`src/rtl/core/bmpw_pkg.sv`:
```
// ----------------------------------------------------------------------------
// bmpw_pkg
// Shared constants and the header byte table for the BMP stream writer.
// ----------------------------------------------------------------------------
package bmpw_pkg;

	localparam int DIM_BITS_DEFAULT = 12;
	localparam int WIDTH_RESET      = 320;
	localparam int HEIGHT_RESET     = 240;

	// Byte positions within one item's byte sequence.
	localparam logic [5:0] IDX_HDR_FIRST = 6'd0;
	localparam logic [5:0] IDX_PIX_BLUE  = 6'd54;
	localparam logic [5:0] IDX_PIX_GREEN = 6'd55;
	localparam logic [5:0] IDX_PIX_RED   = 6'd56;

	localparam logic [31:0] HDR_BYTES = 32'd54;
	localparam logic [31:0] INFO_SIZE = 32'd40;
	localparam logic [31:0] PPM       = 32'd2835;
	localparam logic [31:0] PLANES    = 32'd1;
	localparam logic [31:0] BPP       = 32'd24;

	localparam logic [0:0] REG_WIDTH  = 1'b0;
	localparam logic [0:0] REG_HEIGHT = 1'b1;

	// Every four-byte field of the header starts at an offset of 2 modulo 4, and the
	// planes and bit depth halves share one such word, so the byte lane inside a
	// field follows from the low index bits. The signature bytes sit in the upper
	// lanes of a word that starts at offset -2.
	function automatic logic [7:0] hdr_byte(
		input logic [5:0]  idx,
		input logic [31:0] file_size,
		input logic [31:0] img_w,
		input logic [31:0] img_h,
		input logic [31:0] img_size
	);
		logic [31:0] word;
		logic [1:0]  lane;
		lane = idx[1:0] ^ 2'b10;
		unique case (idx)
			6'd0, 6'd1:                word = {8'h4D, 8'h42, 16'h0000};
			6'd2, 6'd3, 6'd4, 6'd5:    word = file_size;
			6'd10, 6'd11, 6'd12, 6'd13: word = HDR_BYTES;
			6'd14, 6'd15, 6'd16, 6'd17: word = INFO_SIZE;
			6'd18, 6'd19, 6'd20, 6'd21: word = img_w;
			6'd22, 6'd23, 6'd24, 6'd25: word = img_h;
			6'd26, 6'd27, 6'd28, 6'd29: word = {BPP[15:0], PLANES[15:0]};
			6'd34, 6'd35, 6'd36, 6'd37: word = img_size;
			6'd38, 6'd39, 6'd40, 6'd41: word = PPM;
			6'd42, 6'd43, 6'd44, 6'd45: word = PPM;
			default:                   word = 32'd0;
		endcase
		return word[{lane, 3'b000} +: 8];
	endfunction

endpackage

```
`src/rtl/core/bmp_rgb565_stream_writer.sv`:
```
// ----------------------------------------------------------------------------
// bmp_rgb565_stream_writer
// Turns RGB565 pixels into the byte stream of a 24-bit BMP file.
// ----------------------------------------------------------------------------
// A taken item is held in the item registers, and its bytes then pass through
// a single output register, one byte per cycle while the master side is ready:
// 3 per pixel, plus 0 to 3 of row padding and 54 for the file header.
// A new pixel is taken in the cycle that the previous item's last byte is issued.
// Reset (arst_n low) clears all counters and restores 320 x 240.
module bmp_rgb565_stream_writer
	import bmpw_pkg::*;
#(
	parameter int DIM_BITS = DIM_BITS_DEFAULT
) (
	input  logic                clk,
	input  logic                arst_n,
	input  logic                s_tvalid,
	output logic                s_tready,
	input  logic [15:0]         s_tdata,   // pixel_color
	output logic                m_tvalid,
	input  logic                m_tready,
	output logic [7:0]          m_tdata,   // out_byte
	output logic                m_tlast,   // last_of_run
	output logic [1:0]          m_tuser,   // end_of_image, error
	input  logic                cfg_we,
	input  logic [0:0]          cfg_index,
	input  logic [DIM_BITS-1:0] cfg_wdata
);

	localparam int RB_BITS   = DIM_BITS + 2;
	localparam int PROD_BITS = RB_BITS + DIM_BITS;

	logic [DIM_BITS-1:0] width_q, height_q;
	logic [DIM_BITS-1:0] col_q, row_q;
	logic                hdr_sent_q;

	logic                busy_q, err_q, eoi_q;
	logic [5:0]          idx_q, end_idx_q;
	logic [15:0]         pix_s1;
	logic [31:0]         img_size_q;

	logic                m_valid_q, m_last_q, m_eoi_q, m_err_q;
	logic [7:0]          m_data_q;

	logic                emit, last_byte, done, accept;
	logic                dim_err, row_end, img_end;
	logic [RB_BITS-1:0]  row_bytes;
	logic [PROD_BITS-1:0] img_prod;
	logic [31:0]         file_size;
	logic [7:0]          byte_val;

	assign emit      = busy_q && (!m_valid_q || m_tready);
	assign last_byte = (idx_q == end_idx_q);
	assign done      = emit && last_byte;
	assign s_tready  = !busy_q || done;
	assign accept    = s_tvalid && s_tready;

	assign dim_err = (width_q == '0) || (height_q == '0);
	assign row_end = ({1'b0, col_q} + 1'b1) >= {1'b0, width_q};
	assign img_end = ({1'b0, row_q} + 1'b1) >= {1'b0, height_q};

	// Row length in bytes rounded up to a multiple of four.
	assign row_bytes = ({2'b00, width_q} + {1'b0, width_q, 1'b0} + RB_BITS'(3))
		& ~RB_BITS'(3);
	assign img_prod  = PROD_BITS'(row_bytes) * PROD_BITS'(height_q);
	assign file_size = img_size_q + HDR_BYTES;

	always_comb begin
		if (err_q) begin
			byte_val = 8'h00;
		end else if (idx_q < IDX_PIX_BLUE) begin
			byte_val = hdr_byte(idx_q, file_size, 32'(width_q), 32'(height_q), img_size_q);
		end else if (idx_q == IDX_PIX_BLUE) begin
			byte_val = {pix_s1[4:0], 3'b000};
		end else if (idx_q == IDX_PIX_GREEN) begin
			byte_val = {pix_s1[10:5], 2'b00};
		end else if (idx_q == IDX_PIX_RED) begin
			byte_val = {pix_s1[15:11], 3'b000};
		end else begin
			byte_val = 8'h00;
		end
	end

	always_ff @(posedge clk or negedge arst_n) begin
		if (!arst_n) begin
			width_q  <= DIM_BITS'(WIDTH_RESET);
			height_q <= DIM_BITS'(HEIGHT_RESET);
		end else if (cfg_we) begin
			unique case (cfg_index)
				REG_WIDTH:  width_q  <= cfg_wdata;
				REG_HEIGHT: height_q <= cfg_wdata;
			endcase
		end
	end

	always_ff @(posedge clk or negedge arst_n) begin
		if (!arst_n) begin
			busy_q     <= 1'b0;
			hdr_sent_q <= 1'b0;
			col_q      <= '0;
			row_q      <= '0;
			idx_q      <= '0;
			end_idx_q  <= '0;
			err_q      <= 1'b0;
			eoi_q      <= 1'b0;
		end else if (accept) begin
			busy_q <= 1'b1;
			if (dim_err) begin
				err_q     <= 1'b1;
				eoi_q     <= 1'b0;
				idx_q     <= IDX_PIX_BLUE;
				end_idx_q <= IDX_PIX_BLUE;
			end else begin
				err_q     <= 1'b0;
				eoi_q     <= row_end && img_end;
				idx_q     <= hdr_sent_q ? IDX_PIX_BLUE : IDX_HDR_FIRST;
				end_idx_q <= IDX_PIX_RED + (row_end ? {4'b0000, width_q[1:0]} : 6'd0);
				hdr_sent_q <= !(row_end && img_end);
				if (row_end) begin
					col_q <= '0;
					row_q <= img_end ? '0 : row_q + 1'b1;
				end else begin
					col_q <= col_q + 1'b1;
				end
			end
		end else if (done) begin
			busy_q <= 1'b0;
		end else if (emit) begin
			idx_q <= idx_q + 1'b1;
		end
	end

	always_ff @(posedge clk) begin
		if (accept) begin
			pix_s1 <= s_tdata;
			if (!hdr_sent_q) begin
				img_size_q <= 32'(img_prod);
			end
		end
	end

	always_ff @(posedge clk or negedge arst_n) begin
		if (!arst_n) begin
			m_valid_q <= 1'b0;
		end else if (emit) begin
			m_valid_q <= 1'b1;
		end else if (m_tready) begin
			m_valid_q <= 1'b0;
		end
	end

	always_ff @(posedge clk) begin
		if (emit) begin
			m_data_q <= byte_val;
			m_last_q <= last_byte;
			m_eoi_q  <= last_byte && eoi_q;
			m_err_q  <= err_q;
		end
	end

	assign m_tvalid = m_valid_q;
	assign m_tdata  = m_data_q;
	assign m_tlast  = m_last_q;
	assign m_tuser  = {m_err_q, m_eoi_q};

endmodule

```
`config.mk`:
```
export PLATFORM = sky130hd
export DESIGN_NAME = bmp_rgb565_stream_writer
export DESIGN_NICKNAME = d
export VERILOG_FILES = /design/src/rtl/core/bmpw_pkg.sv /design/src/rtl/core/bmp_rgb565_stream_writer.sv
export SDC_FILE = /design/constraint.sdc
export NUM_CORES = 1
export LEC_CHECK = 0
export BUFFER_PORTS_ARGS = -buffer_cell sky130_fd_sc_hd__buf_2
export CAP_MARGIN = 20
export CORE_MARGIN = 10
export CORE_UTILIZATION = 45
export DETAILED_ROUTE_END_ITERATION = 7
export PLACE_DENSITY = 0.59
export REMOVE_ABC_BUFFERS = 1
export SLEW_MARGIN = 20
export SYNTH_ARGS = -nofsm -noshare
export SYNTH_HDL_FRONTEND = slang
export SYNTH_SLANG_ARGS = --single-unit
export TNS_END_PERCENT = 30
```
`constraint.sdc`:
```
create_clock -name clk -period 13.25 [get_ports clk]
set_input_delay 2.65 -clock clk [delete_from_list [all_inputs] [get_ports clk]]
set_output_delay 2.65 -clock clk [all_outputs]
set_load 0.01 [all_outputs]
```
# ---- After elaboration in Yosys (flattened, before gate mapping)
# Index checks and enable logic that the tools add are counted.
dict set report totals {
  regBits 116
  output_inout_bits 13
  word_cells 131
  input_bits 34
}
dict set report op_classes {
  shifts 1
  n_addsub 9
  n_eq_ne 42
  n_mul 1
  n_reduce_logical 32
  order_cmp 3
  bitwise 4
  mux 22
}
# cell n
set op_table {}
lappend op_table {{case mux 31 bit (9 select lines)} 1}
lappend op_table {{== test 6 bit, second input constant} 15}
lappend op_table {{== test 6 x 5 -> 1 bit, second input constant} 14}
lappend op_table {{two-way mux 32 bit} 2}
lappend op_table {{== test 6 x 4 -> 1 bit, second input constant} 6}
lappend op_table {{two-way mux 6 bit} 6}
lappend op_table {{two-way mux 8 bit} 4}
lappend op_table {{variable part select 32 x 6 -> 8 bit} 1}
lappend op_table {{OR reduction 4 bit} 7}
lappend op_table {{adder 26 x 6 -> 27 bit, second input constant} 1}
lappend op_table {{adder 12 x 1 -> 13 bit, second input constant} 2}
lappend op_table {{greater-or-equal comparator 13 x 12 -> 1 bit} 2}
lappend op_table {{adder 12 x 1 -> 12 bit, second input constant} 2}
lappend op_table {{logical NOT 12 bit} 2}
lappend op_table {{multiplier 12 x 12 -> 24 bit} 1}
lappend op_table {{two-way mux 12 bit} 2}
lappend op_table {{adder 12 x 13 -> 14 bit} 1}
lappend op_table {{adder 14 x 2 -> 14 bit, second input constant} 1}
lappend op_table {{== test 6 x 2 -> 1 bit, second input constant} 2}
lappend op_table {{== test 6 x 3 -> 1 bit, second input constant} 2}
lappend op_table {{AND reduction 2 bit} 5}
lappend op_table {{OR reduction 8 bit} 1}
lappend op_table {{adder 6 x 1 -> 6 bit, second input constant} 1}
lappend op_table {{== test 6 x 1 -> 1 bit, second input constant} 1}
lappend op_table {{other kinds (14)} 32}

# ---- Longest topological paths before layout
dict set report logic_depth {
  ltp_word 8
  ltp_mapped 27
  mapped_depth_nobuf 26
}

# ---- Least setup slack after synthesis
# OpenSTA, ideal clock, no wires.
dict set report synth_path {
  path_type {flip-flop to flip-flop}
  start {register width_q[6]}
  end {register img_size_q[24] (data pin)}
  period_less_slack_ns 7.067
  n_path_buf 1
  path_stages_with_launch 24
  setup_ns 0.265
  t_arrival_ns 6.801
  slack_ns 6.183
  t_required_ns 12.985
  path_cell_list {dfstp_2 inv_1 ha_1 ha_1 and3_1 a211o_1 o31ai_1 xnor2_1 clkbuf_1 nand2_1 fa_1 fa_1 inv_1 fa_1 fa_1 inv_1 fa_1 inv_1 ha_1 a2111oi_0 a21o_1 a31oi_1 and4b_1 or3_1}
}
dict set report synth_via {
  elab_chain_cells 3
}
# item line
set synth_rtl {}
lappend synth_rtl {{start, declared} bmp_rgb565_stream_writer.sv:33} ;# logic [DIM_BITS-1:0] width_q, height_q;
lappend synth_rtl {{start signal, assigned} bmp_rgb565_stream_writer.sv:86} ;# width_q <= DIM_BITS'(WIDTH_RESET);
lappend synth_rtl {{start signal, assigned} bmp_rgb565_stream_writer.sv:90} ;# REG_WIDTH: width_q <= cfg_wdata;
lappend synth_rtl {{adder 12 x 13 -> 14 bit} bmp_rgb565_stream_writer.sv:63} ;# assign row_bytes = ({2'b00, width_q} + {1'b0, width_q, 1'b0} + RB_BITS'(3))
lappend synth_rtl {{adder 14 x 2 -> 14 bit} bmp_rgb565_stream_writer.sv:63}
lappend synth_rtl {{multiplier 12 x 12 -> 24 bit} bmp_rgb565_stream_writer.sv:65} ;# assign img_prod = PROD_BITS'(row_bytes) * PROD_BITS'(height_q);
lappend synth_rtl {{named net img_prod[24]} bmp_rgb565_stream_writer.sv:48} ;# logic [PROD_BITS-1:0] img_prod;
lappend synth_rtl {{end signal, assigned} bmp_rgb565_stream_writer.sv:137} ;# img_size_q <= 32'(img_prod);
lappend synth_rtl {{end, declared} bmp_rgb565_stream_writer.sv:40} ;# logic [31:0] img_size_q;
# The timed path passes the listed nets, and every way through them passes these cells.
# A chain may end at the register's enable or synchronous reset.

# ---- Worst setup path in the final report
dict set report layout_path {
  start {register width_q[2]}
  end {register img_size_q[25] (data pin)}
}
# The elaborated chain is that of the path after synthesis.

==> results_dict.tcl <==
set metrics [dict create \
    grt_pass1_wl_mm 54.4 \
    clockBufferDepth 2 \
    drt-pass1-iter-count 5 \
    gp_congestion 0.906 \
    path_class "flip-flop to flip-flop" \
    synth_edf_count 51 \
    max_freq_mhz 123 \
    root_buffer "clkbuf_16" \
    async_flop_share_pct 55.3 \
    dr_wl_met3_mm 1.52 \
    synth-seq-area-share_pct 24.9 \
    grt_usage_pct 19.1 \
    fin_setup_tns_ns 0 \
    synth_top_area_share_pct 16.0 \
    drv_cap 0 \
    setup_viol 0 \
    r2r_setup_slack_ns 5.12 \
    vias 10000 \
    rows 60 \
    drc 0 \
    fill_cells 2553 \
    die_h_um 187 \
    cts_buffers 17 \
    start_util_pct 46.1 \
    cp_max_fo 31 \
    port_buffers 46 \
    finalCriticalPeriod_ns 8.13 \
    antenna_found_initial 0 \
    worst_pin_slew_ns 0.933 \
    top_layer "met4" \
    end_kind "flip-flop" \
    synth_flop_cell "dfrtp_1" \
    wirelength_mm 33.4 \
    yosysTopAreaCell "fa_1" \
    postCtsSetupBuffers 0 \
    wl_met2_mm 16.3 \
    synthDistinctLibCells 77 \
    io_pins 47 \
    hpwl_mm 25.1 \
    period_share_pct 61.4 \
    htree_levels 4 \
    syn_area_um2 12500 \
    maxSlewHeadroom_pct 37.8 \
    wl_met1_mm 15.2 \
    cts_tree "yes" \
    die_w_um 187 \
    cts_hold_buf 0 \
    vias_per_cell 5.63 \
    final_net_count 1652 \
    synthTopCellsByArea "fa_1, edfxtp_1, ha_1" \
    status "finished clean" \
    syn_area_per_cell_um2 9.01 \
    hold_viol_final 0 \
    area_delta_synth_final_pct 8.86 \
    fin_skew_ns 0.0142 \
    path_clk_slew_ns 0.07 \
    antenna_left 0 \
    grt_setup_unrepaired "false" \
    antenna_cells 0 \
    wire_per_inst_um 18.7 \
    hp-class "flip-flop to flip-flop" \
    maxSlewViolCount 0 \
    synthCells 1386 \
    drive_gt1_share_pct 9.78 \
    core_region_area_um2 27100 \
    drt_iter0_drc 889 \
    die-area_um2 34800 \
    grt_max_degree 64 \
    cts.sinks 114 \
    yosysWarnings 0 \
    clock_latency_ns 0.43 \
    arrival_ns 8.32 \
    overflow 0 \
    ys_ff_latch 114 \
    cts_resized 0 \
    start_kind "flip-flop" \
    required_ns 13.43 \
    grt_pass1_vias 9815 \
]
[critical path, cell delays in order, from the launching register on]
cell	delay, ns
dfrtp_1	0.44
inv_1	0.11
ha_1	0.30
ha_1	0.34
nand2_1	0.09
o21ai_1	0.11
a21o_1	0.19
a21oi_1	0.32
o21ai_2	0.11
buf_4	0.23
nor3_1	0.65
nand2_1	0.15
fa_1	0.54
fa_1	0.44
fa_1	0.49
inv_1	0.05
fa_1	0.52
inv_1	0.06
fa_1	0.54
inv_1	0.04
ha_1	0.35
a21oi_1	0.23
inv_1	0.06
o311ai_0	0.47
a31oi_1	0.27
a2111oi_0	0.49
o31ai_1	0.14
xnor2_1	0.14
[metrics by stage]
step / setup slack [ns] / area [µm²] / cells / hold slack [ns] / utilization [%]
floorplan: 5.52 / 12200 / 1318 / 0.458 / -
global placement: 5.39 / 13000 / 1751 / 0.474 / 48.0
detailed placement: 5.17 / 13000 / 1751 / 0.482 / 48.0
CTS: 5.15 / 13600 / 1783 / 0.502 / 50.2
global route: 4.43 / 13600 / 1783 / 0.535 / 50.2
finish: 5.12 / 13600 / 1783 / 0.501 / 50.2
[cell usage in the layout, fill, tap and decap left out, drive strengths merged, types with 23 or more instances in the layout]
| master | count |
|---|---|
| inv | 175 |
| nand2 | 156 |
| ha | 120 |
| fa | 100 |
| o21ai | 70 |
| nor2 | 62 |
| buf | 61 |
| and2 | 58 |
| a21oi | 58 |
| dfrtp | 57 |
| edfxtp | 51 |
| xnor2 | 48 |
| nand3 | 48 |
| xor2 | 23 |
[path summary, 6_finish.rpt]
| kind | start | endpoint | cells after the start |
|---|---|---|---|
| worst max-delay path | width_q[2]$_DFFE_PN0P_ | img_size_q[25]$_DFFE_PP_ | 27 |
| worst min-delay path | end_idx_q[4]$_DFFE_PN0P_ | end_idx_q[4]$_DFFE_PN0P_ | 1 |
| worst max register to register | width_q[2]$_DFFE_PN0P_ | img_size_q[25]$_DFFE_PP_ | 27 |
| worst min register to register | end_idx_q[4]$_DFFE_PN0P_ | end_idx_q[4]$_DFFE_PN0P_ | 1 |
| max in group asynchronous | arst_n | width_q[11]$_DFFE_PN0P_ | 2 |
| min in group asynchronous | arst_n | col_q[11]$_DFFE_PN0P_ | 2 |
[cell usage after synthesis (all sizes together), types with 15 or more instances]
cell type / instances
a31oi: 16
fa: 100
inv: 169
nor2: 62
and3: 18
nand3: 48
ha: 120
a21o: 20
edfxtp: 51
dfrtp: 57
xor2: 23
nand4: 17
a21oi: 58
nor4: 15
clkbuf: 55
o211ai: 16
and2: 58
nand2: 156
nand2b: 21
nor3: 16
o21ai: 70
xnor2: 48
[area by class of cell]
| cell class | count | area, µm² | share of cell area [%] |
|---|---|---|---|
| Sequential cell | 114 | 3120 | 22.9 |
| Tap cell | 372 | 465 | 3.42 |
| Timing Repair Buffer | 61 | 343 | 2.52 |
| Clock inverter | 14 | 146 | 1.08 |
| Multi-Input combinational cell | 1034 | 8430 | 62.0 |
| Inverter | 170 | 638 | 4.69 |
| Clock buffer | 18 | 450 | 3.31 |
[state kept, by name, indices dropped and copies added, names as in the netlist]
name,count
m_err_q,1
pix_s1,16
m_tdata,8
hdr_sent_q,1
end_idx_q,5
col_q,12
eoi_q,1
m_tlast,1
width_q,12
row_q,12
busy_q,1
m_tvalid,1
img_size_q,24
idx_q,6
m_eoi_q,1
height_q,12
[cell families after synthesis]
kind of cell,count (synthesis),synth area share [%]
buffers and inverters,238,7.56
adder cells (fa/ha/maj),220,28.1
XOR/XNOR,71,4.98
AO/OA/AOI/OAI,278,14.9
AND/OR/NAND/NOR,451,18.3
flip-flops,114,24.9
multiplexers,14,1.25
[metal layers]
layer  global-route usage (%)  vias to the layer above
met5                        0                        -
met4                     3.91                        0
met3                     2.63                       30
met2                     31.7                      278
met1                     26.0                     4942
li1                         -                     4789
Power is left out: the tool's default activity adds up to more than one toggle a clock period on the data nets, which glitch-free logic cannot reach.
